**src/hw/rtl/mbe_pkg.sv**
```systemverilog
// ----------------------------------------------------------------------------
// mbe_pkg: shared definitions for the escape-time pixel core
// Widths, register map, reset values and fixed-point constants used by the
// core, its divider and its checker.
// ----------------------------------------------------------------------------
package mbe_pkg;

  // Fixed-point format of points (signed Q4.28) and thresholds (unsigned Q3.28).
  localparam int FRAC_W  = 28;
  localparam int COORD_W = 32;
  localparam int ZOOM_W  = 31;
  localparam int THR_W   = 31;
  localparam int ITER_W  = 16;
  localparam int PIX_W   = 10;
  localparam int COLOR_W = 8;

  // Default frame size.
  localparam int DEF_FRAME_WIDTH  = 800;
  localparam int DEF_FRAME_HEIGHT = 600;

  // Shared multiplier: signed operands, full-width product.
  localparam int MUL_W  = 33;
  localparam int PROD_W = 2 * MUL_W;

  // Colour divider: sized for a numerator of 255 * k^3 and a denominator of limit^3.
  localparam int DIV_DEN_W = 3 * ITER_W;
  localparam int DIV_NUM_W = DIV_DEN_W + COLOR_W;

  // Configuration port.
  localparam int APB_ADDR_W = 5;
  localparam int APB_DATA_W = 32;
  localparam int REG_IDX_W  = 3;

  localparam logic [REG_IDX_W-1:0] REG_CENTER_REAL  = 3'd0;
  localparam logic [REG_IDX_W-1:0] REG_CENTER_IMAG  = 3'd1;
  localparam logic [REG_IDX_W-1:0] REG_ZOOM_STEP    = 3'd2;
  localparam logic [REG_IDX_W-1:0] REG_MAX_ITER     = 3'd3;
  localparam logic [REG_IDX_W-1:0] REG_ESCAPE_THR   = 3'd4;
  localparam logic [REG_IDX_W-1:0] REG_BINARY_VIEW  = 3'd5;

  // Reset values of the registers.
  localparam logic signed [COORD_W-1:0] RST_CENTER_REAL = '0;
  localparam logic signed [COORD_W-1:0] RST_CENTER_IMAG = '0;
  localparam logic [ZOOM_W-1:0]         RST_ZOOM_STEP   = 31'd1342177;
  localparam logic [ITER_W-1:0]         RST_MAX_ITER    = 16'd20;
  localparam logic [THR_W-1:0]          RST_ESCAPE_THR  = 31'd1073741824;
  localparam logic                      RST_BINARY_VIEW = 1'b1;

  localparam logic [COLOR_W-1:0] COLOR_MAX = '1;

endpackage

```
**src/hw/rtl/mbe_div.sv**
```systemverilog
// ----------------------------------------------------------------------------
// mbe_div: restoring divider for the colour channels
// Produces a COLOR_W-bit quotient, one bit per cycle, for a numerator known
// to be below 2^COLOR_W times the denominator.
// ----------------------------------------------------------------------------
module mbe_div
  import mbe_pkg::*;
(
  input  logic                 clk,
  input  logic                 rst,
  input  logic                 start,
  input  logic [DIV_NUM_W-1:0] num,
  input  logic [DIV_DEN_W-1:0] den,
  output logic                 done,
  output logic [COLOR_W-1:0]   quot
);

  localparam int SH_W  = DIV_DEN_W + COLOR_W - 1;
  localparam int CMP_W = (DIV_NUM_W > SH_W) ? DIV_NUM_W : SH_W;
  localparam int CNT_W = (COLOR_W > 1) ? $clog2(COLOR_W) : 1;

  logic                 busy;
  logic [CNT_W-1:0]     cnt;
  logic [DIV_NUM_W-1:0] rem;
  logic [SH_W-1:0]      dsh;
  logic                 ge;
  logic [CMP_W-1:0]     diff;

  // Trial subtraction of the shifted divisor.
  always_comb begin
    ge   = CMP_W'(rem) >= CMP_W'(dsh);
    diff = CMP_W'(rem) - CMP_W'(dsh);
  end

  // Sequencing: load on start, one quotient bit per cycle.
  always_ff @(posedge clk) begin
    if (rst) begin
      busy <= 1'b0;
      done <= 1'b0;
    end else begin
      done <= busy && (cnt == '0);
      if (start) begin
        busy <= 1'b1;
      end else if (busy && (cnt == '0)) begin
        busy <= 1'b0;
      end
    end
  end

  // Remainder, shifted divisor and quotient.
  always_ff @(posedge clk) begin
    if (start) begin
      rem  <= num;
      dsh  <= {den, {(COLOR_W-1){1'b0}}};
      cnt  <= CNT_W'(COLOR_W - 1);
      quot <= '0;
    end else if (busy) begin
      if (ge) begin
        rem <= diff[DIV_NUM_W-1:0];
      end
      dsh  <= dsh >> 1;
      cnt  <= cnt - 1'b1;
      quot <= {quot[COLOR_W-2:0], ge};
    end
  end

endmodule

```
**config.mk**
```make
export PLATFORM = sky130hd
export DESIGN_NAME = mbe_div
export DESIGN_NICKNAME = d
export VERILOG_FILES = /design/src/hw/rtl/mbe_pkg.sv /design/src/hw/rtl/mbe_div.sv
export SDC_FILE = /design/constraint.sdc
export NUM_CORES = 1
export LEC_CHECK = 0
export BUFFER_PORTS_ARGS = -buffer_cell sky130_fd_sc_hd__buf_2
export CAP_MARGIN = 10
export CORE_ASPECT_RATIO = 0.9
export CORE_MARGIN = 2
export CORE_UTILIZATION = 55
export DETAILED_ROUTE_END_ITERATION = 12
export MAX_ROUTING_LAYER = met4
export PLACE_DENSITY = 0.78
export SLEW_MARGIN = 20
export SYNTH_ARGS = -nofsm -noshare
export SYNTH_HDL_FRONTEND = slang
export SYNTH_SLANG_ARGS = --single-unit
```
**constraint.sdc**
```tcl
create_clock -name clk -period 8.7 [get_ports clk]
set_input_delay 1.74 -clock clk [delete_from_list [all_inputs] [get_ports clk]]
set_output_delay 1.74 -clock clk [all_outputs]
set_load 0.05 [all_outputs]
```
### Yosys cells after proc, flatten, opt, wreduce, memory -nomap -nowiden

Cells that the tools add are included.

| operators by class | value |
|---|---|
| multiplexer cells | 7 |
| $lt $le $gt $ge | 1 |
| $add $sub $neg | 2 |
| reduce and logical (&&, ||, !) cells | 6 |

Operator list:

| operator | count |
|---|---|
| two-way mux 56 bit | 3 |
| two-way mux 55 bit | 2 |
| greater-or-equal comparator 56 x 55 -> 1 bit | 1 |
| subtractor 56 x 55 -> 56 bit | 1 |
| nonzero test 2 bit | 3 |
| zero test 3 bit | 1 |
| subtractor 3 x 1 -> 3 bit, second input constant | 1 |
| two-way mux 1 bit | 2 |
| AND reduction 2 bit | 1 |
| logical AND 1 bit | 1 |

| storage, ports and cells | value |
|---|---|
| logic and storage cells | 23 |
| output and inout port bits | 9 |
| register bits after elaboration | 124 |

### Depth between registers and ports, before layout

Gate-level depths: netlist of run 1.

| depth | value |
|---|---|
| word-level depth | 4 |
| mapped depth | 12 |

### Worst setup path before layout of run 1

OpenSTA, ideal clock, no wires.

| path | value |
|---|---|
| path type | input port to flip-flop |
| start point | input start |
| end point | register rem[0], enable pin |
| cell stages on the path | 5 |
| arrival time | 3.521 ns |
| path buffers | 3 |
| path slack | 4.542 ns |
| required time | 8.063 ns |
| library setup time | 0.637 ns |
| path through | clkbuf_1 inv_1 clkbuf_1 buf_1 nand2_1 |

| between the ends | value |
|---|---|
| longest elaborated chain between the ends | 2 |
| elaborated cells between the ends (all ways) | 3 |
| those cells by class | reduce/logical: 3 |

Ends and longest elaborated chain:

| item | RTL line | source |
|---|---|---|
| start, declared | mbe_div.sv:11 | `input logic start,` |
| nonzero test 2 bit (no line) | - |  |
| AND reduction 2 bit (no line) (*) | - |  |
| end signal, assigned | mbe_div.sv:53 | `rem <= num;` |
| end signal, assigned | mbe_div.sv:59 | `rem <= diff[DIV_NUM_W-1:0];` |
| end, declared | mbe_div.sv:24 | `logic [DIV_NUM_W-1:0] rem;` |

Mark *: on every way between the ends. The rest lies on a longest branch, timed or not.
A chain may end at the register's enable or synchronous reset.

### Final worst setup path of run 1

| path | value |
|---|---|
| start point | register rem[0] |
| end point | register rem[3], enable pin |

| between the ends | value |
|---|---|
| longest elaborated chain between the ends | 3 |

Ends and longest elaborated chain:

| item | RTL line | source |
|---|---|---|
| greater-or-equal comparator 56 x 55 -> 1 bit | mbe_div.sv:31 | `ge = CMP_W'(rem) >= CMP_W'(dsh);` |
| nonzero test 2 bit (no line) | - |  |
| AND reduction 2 bit (no line) | - |  |

No other way between the ends.

==> results summary, run 1 <==
The count of filler cells inserted in the layout is around 1300. The endpoint of the most critical setup path is rem[3]. The CTS tree is yes.

The clock passes through at most 2 buffers. Derived from the worst setup path, the maximum achievable clock frequency is roughly 230 MHz. The count of buffers added on input and output ports is between 100 and 150. For this design, the sink count on the clock tree is about 120. The number of setup violations in the final report is 0.

The via count of the first global-routing pass is roughly 7200. The wire length reported by the detailed router came out at between 20000 and 25000 microns. The overflow left after global routing is 0. The count of mapped cells out of synthesis is roughly 960.

When the netlist entered floorplanning its net count stood at about 1100. Ranked by total cell area, the synthesized netlist is headed by sky130_fd_sc_hd__edfxtp_1 36%, sky130_fd_sc_hd__ha_1 8.2%, sky130_fd_sc_hd__a22o_1 4.7%, sky130_fd_sc_hd__a21oi_1 4.6%, sky130_fd_sc_hd__dfxtp_1 4.6%. The ratio of cells with drive above 1 in the final layout came out at 0.168. Leaving out fill and tap cells, the most frequent cell in the layout is sky130_fd_sc_hd__buf_2.

The clock tree skew after final layout is slightly below 0.01 ns. The time the final worst path needs with I/O delays and setup came out at around 4.3 ns. The first-pass GRT wire length came out at roughly 35000 microns. The layout-stage area growth over the synthesis result is 14.9%. The mean routed wirelength per cell came out at between 15 and 20 microns. The average size of a mapped cell came out at 9.13 sq um. The run finished with clean final reports. The post-layout total power is 0.00291 W.

The number of enable-type register cells in the synthesized netlist came out at roughly 100. The number of buffers created by CTS is 17. In this run, post-CTS repair resized a total of 0 instances. The critical register-to-register path startpoint is rem[0]. The first detailed-routing pass ran for 5 iterations. The number of buffers inserted to repair setup after CTS came out at 0. The count of unresolved DRC violations after routing came out at 0.

The cts-stage hold buffer count came out at 0. The path class of the tightest hold or removal check is flop to flop. Adding up every negative setup slack in the final design gives 0 ns. Tracing the worst setup path back leads to its startpoint at rem[0].

Setup repair after global routing left no endpoint under its margin. In the synthesized netlist the async set-or-reset flop fraction comes to 0. In the layout the commonest cells are 114 x sky130_fd_sc_hd__buf_2, 104 x sky130_fd_sc_hd__edfxtp_1, 98 x sky130_fd_sc_hd__nand2_1. The largest net degree at the start of global routing came out at 64. Registers take roughly 0.0035 sq mm.

In this run the critical register-to-register path is captured at rem[3]. For the worst flop-to-flop path, the logic depth is 13. In this run the cell area of the synthesized design comes to 0.00872 sq mm. For this block, the via count after detailed routing is 7627. The initial core utilization came out at 0.565. CTS placed an instance of sky130_fd_sc_hd__clkbuf_16 at the clock tree root. Along the worst path, the maximum fanout reaches 29.

The total of max-cap violations came out at 0. The start-to-end type of the worst setup path is flop to flop. Summed over all instances, the cell type with the most area after synthesis is sky130_fd_sc_hd__edfxtp_1.

Using the TritonRoute via totals, the vias-per-cell ratio works out to roughly 6.1. The number of I/O pins is 116. The category of the worst setup path capture point is a flop. The global placer's final weighted congestion came out at about 0.96.

The die is between 100 and 150 microns wide. The wire length on met3 is 1720 microns. The minimum hold slack is 0.492 ns. The data arrival time of the critical path came out at ~4.4 ns.

After the first detailed-routing iteration, the DRC count stood at approximately 740. The worst-case vdd ir drop is 0.194 mV. The hold violation count in the final report came to 0. STA classifies the critical path startpoint as a flop. The core footprint came out at between 0.015 and 0.02 sq mm. The number of antenna violations at the first check in global routing came to 0. The measured slew at the worst slew-check pin is 1.01 ns.

After detailed routing, the wire length on met1 is approximately 10000 microns. The number of nets in the layout came out at ~1200. The worst hold path passes through 2 cells. The area share of the largest cell type after synthesis is 0.358.

The number of max-slew violations in the final report was 0. Clock-pin slew was measured on the worst setup and hold paths at 0.06 ns. The worst relative slew slack came out at 0.323. The leakage power came out at approximately 4.2 nW. Yosys printed 0 warnings.

The placed wire-length estimate came out at 15900 microns. The site row count came out at 43. Counting flops and latches in the post-synthesis netlist gives around 120. The areal power density over the cells came out at 291 mW/mm^2. The die covers 0.0169 sq mm. The share of the cycle needed by the critical path after routing is 0.493. The global-route usage over all layers is 0.275. The critical path data required time came out at between 8 and 9 ns. The routed length on met2 came out at just under 10000 microns.

The post-synthesis sequential area ratio came out at 0.404. The top metal layer carrying routed signals is met4. Setup slack on the worst reg-to-reg path comes out at approximately 4.4 ns. The insertion delay of the later-clocked pin in the worst-skew pair came out at approximately 0.43 ns.

The count of different cell masters after synthesis came out at 68. The number of diodes added for antenna fixing came out at 0. In the final layout, the multi-input gates occupy roughly 0.0047 sq mm. For this run, the leading register cell type out of synthesis is sky130_fd_sc_hd__edfxtp_1.

The die boundary height came out at between 100 and 150 microns. The deepest level of the CTS H-tree is 4. The remaining number of nets flagged by the antenna check after routing is 0. The end-of-flow core utilization came out at 0.649.
[synthesized netlist by cell type (7+ instances only)]
master	instances
sky130_fd_sc_hd__inv_1	79
sky130_fd_sc_hd__dfxtp_1	20
sky130_fd_sc_hd__nand4_1	22
sky130_fd_sc_hd__ha_1	57
sky130_fd_sc_hd__clkbuf_1	43
sky130_fd_sc_hd__nand2_1	100
sky130_fd_sc_hd__xor2_1	18
sky130_fd_sc_hd__o21bai_1	16
sky130_fd_sc_hd__a21oi_1	80
sky130_fd_sc_hd__mux2i_1	17
sky130_fd_sc_hd__buf_2	7
sky130_fd_sc_hd__o21ai_0	73
sky130_fd_sc_hd__xnor2_1	20
sky130_fd_sc_hd__nor2_1	63
sky130_fd_sc_hd__edfxtp_1	104
sky130_fd_sc_hd__and3_1	7
sky130_fd_sc_hd__a211oi_1	7
sky130_fd_sc_hd__a21o_1	11
sky130_fd_sc_hd__nor2b_1	7
sky130_fd_sc_hd__nor3_1	18
sky130_fd_sc_hd__nand3_1	12
sky130_fd_sc_hd__o21a_1	9
sky130_fd_sc_hd__a22o_1	47
[metal layers]
metal  vias up  track usage
met5         -            -
met4         0       0.0853
met3        36       0.0529
met2       329        0.405
met1      3562        0.384
li1       3700            -
[per-stage QoR]
| step | cells | setup slack, ns | area (sq um) |
|---|---|---|---|
| after floorplan | 955 | 4.54 | 8720 |
| after global placement | 1221 | 4.31 | 9380 |
| after detailed placement | 1221 | 4.24 | 9380 |
| after CTS | 1253 | 4.46 | 9990 |
| after global routing | 1254 | 4.14 | 10000 |
| final | 1254 | 4.41 | 10000 |
[cell type report]
cell class | instances | area share
Multi-Input combinational cell | 697 | 0.469
Sequential cell | 124 | 0.352
Timing Repair Buffer | 120 | 0.0635
Clock buffer | 21 | 0.0513
Inverter | 79 | 0.0296
Tap cell | 202 | 0.0252
Clock inverter | 11 | 0.00937
[state kept, by name, summed over array words and instances (netlist names)]
name  cells
done      1
quot      8
cnt       3
dsh      55
rem      56
busy      1
[report_power, final]
group	internal [W]	leakage (nW)	switching, W	total, W
sequential	0.000799	1.23	0.0000507	0.000850
clock	0.000429	0.301	0.000289	0.000719
combinational	0.000514	2.65	0.000828	0.00134
[worst max-delay path, stage by stage, from the launching register on]
cell                        delay, ns
sky130_fd_sc_hd__edfxtp_1        0.37
sky130_fd_sc_hd__inv_1           0.06
sky130_fd_sc_hd__ha_1            0.15
sky130_fd_sc_hd__inv_1           0.05
sky130_fd_sc_hd__fa_1            0.40
sky130_fd_sc_hd__a21oi_1         0.25
sky130_fd_sc_hd__o21bai_1        0.17
sky130_fd_sc_hd__a221oi_4        0.49
sky130_fd_sc_hd__o2111ai_1       0.34
sky130_fd_sc_hd__a31oi_2         0.30
sky130_fd_sc_hd__o21ai_2         0.10
sky130_fd_sc_hd__a221oi_2        0.31
sky130_fd_sc_hd__nand2_2         0.50
sky130_fd_sc_hd__buf_4           0.47
[worst min path at each step]
stage | start | endpoint | slack, ns
5_1_grt | cnt[1] | cnt[1] | 0.49
4_1_cts | cnt[1] | cnt[1] | 0.49
6_report | cnt[1] | cnt[1] | 0.49
2_1_floorplan | cnt[1] | cnt[1] | 0.44
3_3_place_gp | cnt[1] | cnt[1] | 0.47
3_5_place_dp | cnt[1] | cnt[1] | 0.47
[logic make-up after synthesis]
kind of cell    count (synthesis)  synth area share
fa+ha+maj                      58            0.0841
compound gates                316             0.249
buf+inv                       134            0.0587
flops                         124             0.404
xor+xnor                       38            0.0382
mux                            20            0.0234
simple gates                  265             0.142
No activity file was read; power rests on OpenSTA's default activity.
==> run 2: changes to the inputs <==
--- a/config.mk
+++ b/config.mk
@@ -9,7 +9,7 @@
 export CAP_MARGIN = 10
 export CORE_ASPECT_RATIO = 0.9
 export CORE_MARGIN = 2
-export CORE_UTILIZATION = 55
+export CORE_UTILIZATION = 53
 export DETAILED_ROUTE_END_ITERATION = 12
 export MAX_ROUTING_LAYER = met4
 export PLACE_DENSITY = 0.78
==> constraint.sdc (replaced) <==
create_clock -name clk -period 3.5 [get_ports clk]
set_input_delay 0.7 -clock clk [delete_from_list [all_inputs] [get_ports clk]]
set_output_delay 0.7 -clock clk [all_outputs]
set_load 0.05 [all_outputs]
==> results summary, run 2 (synthesis results as in run 1) <==
The post-route standard cell area excluding fillers came out at 0.0101 sq mm (+1.1%). The placed wire-length estimate is 16000 microns (+0.42%). The worst setup path is of the flop to flop kind.

The mean routed wirelength per cell came out at 17.5 microns (-0.60%). The site row count came to 44 (+2.3%). The maximum achievable frequency is 304 MHz (+30%).

The global placer's final weighted congestion is 0.936 (-2.4%). The time the final worst path needs with I/O delays and setup came out at 3.29 ns (-0.996 ns). In this run the clock root is driven by a sky130_fd_sc_hd__clkbuf_16.

Walking the worst path, the cells encountered are inv_1 -> ha_1 -> inv_1 -> fa_1 -> a21oi_2 -> o21bai_1 -> a221oi_4 -> o2111ai_1 -> a31oi_2 -> o21ai_2 -> a221oi_4 -> nand2_4 -> buf_8. The number of flip-flops in the largest register came out at 56 (unchanged). The largest buffer count on any clock path came out at 2 (unchanged). The deepest level of the CTS H-tree is 4 (unchanged).

The sum of negative setup slack came out at 0 ns (unchanged). The number of nets in the layout came out at 1220 (+1.3%). The die boundary height is 126 microns (+1.8%).

The slowest stage of the critical path belongs to the cell sky130_fd_sc_hd__fa_1. The count of unresolved DRC violations after routing is 0 (unchanged). The average vias per placed instance is 6.03 (-0.80%). Broken down by cell family, the worst path's largest delay share belongs to compound AO/OA/AOI/OAI gates. The clock slew at the register clock pins of the worst setup and hold paths is 0.06 ns (about the same).

The number of antenna violations at the first check in global routing is 0 (unchanged). The number of max-slew violations in the final report is 0 (unchanged). The standard cell area after detailed placement is 0.00953 sq mm (+1.6%). The type of the most critical hold path is primary input to flop. The horizontal die dimension is 139 microns (+1.8%).

The number of diodes added for antenna fixing is 0 (unchanged). The areal power density over the cells came out at 713 mW/mm^2 (+150%). The leakage power was 4.22 nW (+1.0%). The largest registers in the layout are rem (56), dsh (55), quot (8). The number of iterations in the first detailed-routing pass is 6 (+1). The biggest cell delay along the critical path is 0.41 ns (-0.09 ns). The overflow left after global routing came out at 0 (unchanged). The number of I/O pins is 116 (unchanged). The clock tree skew after final layout is 0.00962 ns (-0.000232 ns). The number of setup violations in the final report is 0 (unchanged).

The via count of the first global-routing pass was 7249 (+0.71%). Leaving out fill and tap cells, the most frequent cell in the layout is sky130_fd_sc_hd__buf_2. The total number of vias is 7693 (+0.87%).

The area growth from synthesis to layout is 16.1%. The number of buffer and inverter instances along the worst setup path is 3 (unchanged). The first-pass GRT wire length came out at 36400 microns (+3.8%).

The measured slew at the worst slew-check pin is 0.750 ns (-0.263 ns). The register with the most flip-flops in the final layout is rem. STA classifies the critical path startpoint as a flop. The share of the cycle needed by the critical path after routing is 0.940 (+0.447). The ratio of cells with drive above 1 in the final layout came out at 0.182 (+0.0134). The worst relative slew slack was 0.499 (+0.175). The number of buffer cells added on primary ports was 115 (unchanged). The hold violation count in the final report was 0 (unchanged). The worst-path maximum fanout is 37 (+28%). The clock net sink count is 124 (unchanged). The remaining number of nets flagged by the antenna check after routing was 0 (unchanged). The initial core utilization came out at 0.540 (-0.0241). The wire length reported by the detailed router is 22300 microns (+1.1%).

The critical path data required time came out at 3.66 ns (-5.18 ns). The total die area came to 0.0175 sq mm (+3.7%). The core footprint is 0.0161 sq mm (+4.5%). The flow ran to the end, and the final reports show no timing, DRC or antenna violations. The worst-case vdd ir drop was 0.544 mV (+180%). STA classifies the critical path endpoint as a flop.

The insertion delay of the later-clocked pin in the worst-skew pair is 0.44 ns (about the same). The CTS tree is yes. The number of buffers created by CTS was 17 (unchanged). The number of design-rule violations left by the first detailed-router iteration came out at 974 (+31%). The data arrival time of the critical path was 3.45 ns (-0.97 ns).

The global-route usage over all layers came out at 0.267 (-0.00775). The largest net degree at the start of global routing came out at 66 (+3.1%). The total of max-cap violations came out at 0 (unchanged).

The library cells used most frequently in the layout, excluding fill and tap cells, are 114 x sky130_fd_sc_hd__buf_2, 104 x sky130_fd_sc_hd__edfxtp_1, 98 x sky130_fd_sc_hd__nand2_1.
[run 2: metal layers]
| metal | GRT usage | wire length, microns | share of wire |
|---|---|---|---|
| met5 | - | 0 | 0 |
| met4 | 0.0725 | 265 | 0.012 |
| met3 | 0.0460 | 1650 | 0.074 |
| met2 | 0.401 | 9790 | 0.44 |
| met1 | 0.377 | 10600 | 0.48 |
[run 2: final timing paths]
path               start       to  slack [ns]  cells past startpoint
setup reg to reg  rem[0]  rem[27]        0.21                     13
hold reg to reg   cnt[1]   cnt[1]        0.47                      2
hold / removal       rst     busy        0.44                      2
setup / recovery  rem[0]  rem[27]        0.21                     13
[run 2: per-stage QoR]
stage / cells / power, W / utilization / hold WS (ns) / setup slack, ns
finish: 1275 / 0.00722 / 0.628 / 0.440 / 0.210
global route: 1275 / 0.00766 / 0.628 / 0.446 / -0.00398
CTS: 1273 / 0.00713 / 0.625 / 0.431 / 0.0461
detailed placement: 1241 / 0.00544 / 0.591 / 0.464 / 0.109
global placement: 1240 / 0.00538 / 0.589 / 0.460 / 0.198
floorplan: 955 / 0.00462 / - / 0.444 / 0.188
[run 2: area by class of cell]
cell class / count / area [sq um]
clock buffer: 17 / 425
clock inverter: 15 / 128
fill: 1362 / 6010
inverter: 79 / 297
multi-input combinational: 697 / 4720
sequential: 124 / 3520
tap: 207 / 259
timing repair buffer: 136 / 776
[run 2: what timing repair did]
item | CTS | global route
setup buffers | 0 | 2
hold buffers | 0 | 0
resized for setup | 0 | 6
setup endpoints to repair | 0 | 56
hold endpoints to repair | 0 | 0
[run 2: power by group]
part | switching [W] | total [W] | internal [W]
sequential | 0.000115 | 0.00210 | 0.00198
clock | 0.000708 | 0.00168 | 0.000969
combinational | 0.00209 | 0.00345 | 0.00136
total | 0.00291 | 0.00722 | 0.00431
==> run 3: changes to the inputs <==
--- a/config.mk
+++ b/config.mk
@@ -8,7 +8,7 @@
 export BUFFER_PORTS_ARGS = -buffer_cell sky130_fd_sc_hd__buf_2
 export CAP_MARGIN = 10
 export CORE_ASPECT_RATIO = 0.9
-export CORE_MARGIN = 2
+export CORE_MARGIN = 4
 export CORE_UTILIZATION = 53
 export DETAILED_ROUTE_END_ITERATION = 12
 export MAX_ROUTING_LAYER = met4
==> results summary, run 3 (synthesis results as in run 1) <==
The flow ran to the end, and the final reports show no timing, DRC or antenna violations. The worst-case vdd ir drop is 0.491 mV (-9.8%). The number of buffer cells added on primary ports is 115 (unchanged).

The endpoint identified for the worst register-to-register timing path is rem[29]. On the critical path the largest part of the delay comes from compound AO/OA/AOI/OAI gates. The share of the cycle needed by the critical path after routing is 0.963 (+0.0229).

The overflow left after global routing came out at 0 (unchanged). The critical path data required time is 3.65 ns (about the same). The global placer's final weighted congestion came out at 0.968 (+3.4%).

The site row count is 44 (unchanged). In this run the most critical hold path is launched from rst. The critical register-to-register path startpoint is rem[0].

The deepest level of the CTS H-tree is 4 (unchanged). The maximum achievable frequency came to 297 MHz (-2.4%). The largest net degree at the start of global routing was 72 (+9.1%). The clock net sink count came out at 124 (unchanged). The fraction of power consumed by the clock network is 0.247 (+0.015). The mean routed wirelength per cell came out at 17.8 microns (+1.9%).

The start-to-end type of the worst setup path is flop to flop. The root buffer selected by CTS is sky130_fd_sc_hd__clkbuf_16. The average vias per placed instance is 5.98 (-0.86%). The core footprint was 0.0161 sq mm (unchanged). The register share of total power is 0.287 (-0.004). The cell that appears most often on the critical path is sky130_fd_sc_hd__inv_1. The number of nets in the layout is 1217 (-0.25%).

The count of filler cells inserted in the layout is 1423 (+4.5%). TritonCTS built the clock tree. The remaining number of nets flagged by the antenna check after routing came to 0 (unchanged). The cell count of the worst hold path was 2 (unchanged). The areal power density over the cells came out at 722 mW/mm^2 (+1.2%). The time the final worst path needs with I/O delays and setup came out at 3.37 ns (+0.0800 ns).

The library cell used most frequently in the layout, excluding fill and tap cells, is sky130_fd_sc_hd__buf_2. The largest buffer count on any clock path is 2 (unchanged). The design internal power is 0.00442 W (+2.6%).

The standard cell area after detailed placement is 0.00951 sq mm (-0.24%). The cell at the slowest stage of the critical path is sky130_fd_sc_hd__fa_1. The first-pass GRT wire length came out at 36200 microns (-0.44%).

The post-route standard cell area excluding fillers is 0.0101 sq mm (+0.15%). The measured slew at the worst slew-check pin came out at 0.743 ns (-0.00688 ns). Walking the worst path, the cells encountered are inv_1 -> ha_1 -> inv_1 -> fa_1 -> a21oi_2 -> o21bai_1 -> a221oi_4 -> o2111ai_1 -> a31oi_2 -> o21ai_2 -> a221oi_2 -> nand2_4 -> buf_4. The area growth from synthesis to layout is 16.3%. The total area of multi-input combinational cells is 0.00470 sq mm (-0.27%).

Counting flops per register, the top entry is rem. The fraction of power consumed by combinational cells is 0.466 (-0.011). The net switching fraction of the power is 0.396 (-0.00756). The number of buffer and inverter instances along the worst setup path came out at 3 (unchanged). The count of unresolved DRC violations after routing was 0 (unchanged).

The number of setup violations in the final report came out at 0 (unchanged). The largest registers in the layout are rem (56), dsh (55), quot (8). The hold violation count in the final report came out at 0 (unchanged).

The end-of-flow core utilization came out at 0.629 (+0.000931). The clock tree skew after final layout came to 0.00984 ns (+0.000227 ns). The type of the most critical hold path is primary input to flop. The die boundary height is 130 microns (+3.2%).

In the layout the commonest cells are 114 x sky130_fd_sc_hd__buf_2, 104 x sky130_fd_sc_hd__edfxtp_1, 98 x sky130_fd_sc_hd__nand2_1. The wire length reported by the detailed router came out at 22700 microns (+1.7%). The worst setup slack for register-to-register paths came to 0.13 ns (-0.08 ns). The minimum hold slack came to 0.429 ns (-0.0103 ns). The number of diodes added for antenna fixing is 0 (unchanged). The ratio of cells with drive above 1 in the final layout came out at 0.178 (-0.00324). The total of max-cap violations is 0 (unchanged).

The total die area is 0.0186 sq mm (+6.1%). The data arrival time of the critical path is 3.52 ns (+0.07 ns). The number of flip-flops in the largest register came to 56 (unchanged). The biggest cell delay along the critical path is 0.42 ns (about the same). The cell depth of the worst flop-to-flop path is 13 (unchanged). The number of buffers created by CTS came out at 17 (unchanged). The leakage power came out at 4.25 nW (+0.63%).

The cts-stage hold buffer count came out at 0 (unchanged). The area taken by flip-flops and latches is 0.00352 sq mm (unchanged). The global-route usage over all layers came to 0.255 (-0.0122). The total number of vias is 7609 (-1.1%).

STA classifies the critical path endpoint as a flop. The number of max-slew violations in the final report is 0 (unchanged). The number of I/O pins is 116 (unchanged). The number of antenna violations at the first check in global routing is 0 (unchanged). The worst relative slew slack came out at 0.504 (+0.00585). The clock slew at the register clock pins of the worst setup and hold paths is 0.06 ns (about the same).

The worst setup path is launched from a flop. The end point of the worst hold path is busy. The switching component of the power is 0.00290 W (-0.57%). The number of iterations in the first detailed-routing pass is 6 (unchanged). The initial core utilization came to 0.540 (unchanged). The number of design-rule violations left by the first detailed-router iteration is 742 (-24%). The via count of the first global-routing pass came out at 7291 (+0.58%). The placed wire-length estimate came out at 16500 microns (+3.0%). The horizontal die dimension is 143 microns (+2.9%). The worst-path maximum fanout is 28 (-24%).

The insertion delay of the later-clocked pin in the worst-skew pair is 0.44 ns (about the same).
==> run 3: what timing repair did <==
item,CTS,global route
setup buffers,0,2
endpoints found under the setup margin,0,56
resized for setup,0,1
==> run 3: area by class of cell <==
cell class / instances / area share
Clock inverter: 9 / 0.00666
Inverter: 79 / 0.0292
Sequential cell: 124 / 0.347
Tap cell: 207 / 0.0255
Timing Repair Buffer: 133 / 0.0735
Multi-Input combinational cell: 697 / 0.464
Clock buffer: 23 / 0.0536
==> run 3: per-stage QoR <==
step                power [W]  setup WS, ns  TNS [ns]  std cells
floorplan             0.00462         0.188         0        955
global placement      0.00539         0.262         0       1237
detailed placement    0.00544         0.167         0       1238
CTS                   0.00728         0.111         0       1270
global route          0.00779       -0.0107    -0.305       1272
finish                0.00732         0.130         0       1272
==> run 3: how the worst max path moves through the flow <==
| stage | depth (start not counted) | slack [ns] | end | start |
|---|---|---|---|---|
| 3_3_place_gp | 13 | 0.26 | rem[44] | rem[0] |
| 4_1_cts | 13 | 0.11 | rem[29] | rem[0] |
| 5_1_grt | 13 | -0.01 | rem[31] | rem[0] |
| 3_5_place_dp | 13 | 0.17 | rem[48] | rem[0] |
| 6_report | 13 | 0.13 | rem[29] | rem[0] |
| 2_1_floorplan | 12 | 0.19 | rem[0] | rem[0] |
==> run 3: worst register-to-register path, delay by kind of cell, from the launching register on <==
| kind | cells | cell delay, ns |
|---|---|---|
| buffers and inverters | 3 | 0.39 |
| AO/OA/AOI/OAI | 7 | 1.68 |
| adder cells (fa/ha/maj) | 2 | 0.57 |
| flip-flops | 1 | 0.36 |
| AND/OR/NAND/NOR | 1 | 0.07 |
==> run 3: layer usage <==
layer	GRT usage	wire (microns)	vias to the layer above
li1	-	-	3724
met1	0.353	10800	3591
met2	0.374	9920	263
met3	0.0635	1620	31
met4	0.0693	358	0
met5	-	0	-
==> run 3: power groups by stage <==
stage | Clock, W | Sequential, W | Combinational (W)
2_1_floorplan | 0 | 0.00210 | 0.00252
3_3_place_gp | 0 | 0.00211 | 0.00328
3_5_place_dp | 0 | 0.00212 | 0.00331
4_1_cts | 0.00183 | 0.00210 | 0.00335
5_1_grt | 0.00189 | 0.00212 | 0.00378
6_report | 0.00181 | 0.00210 | 0.00341
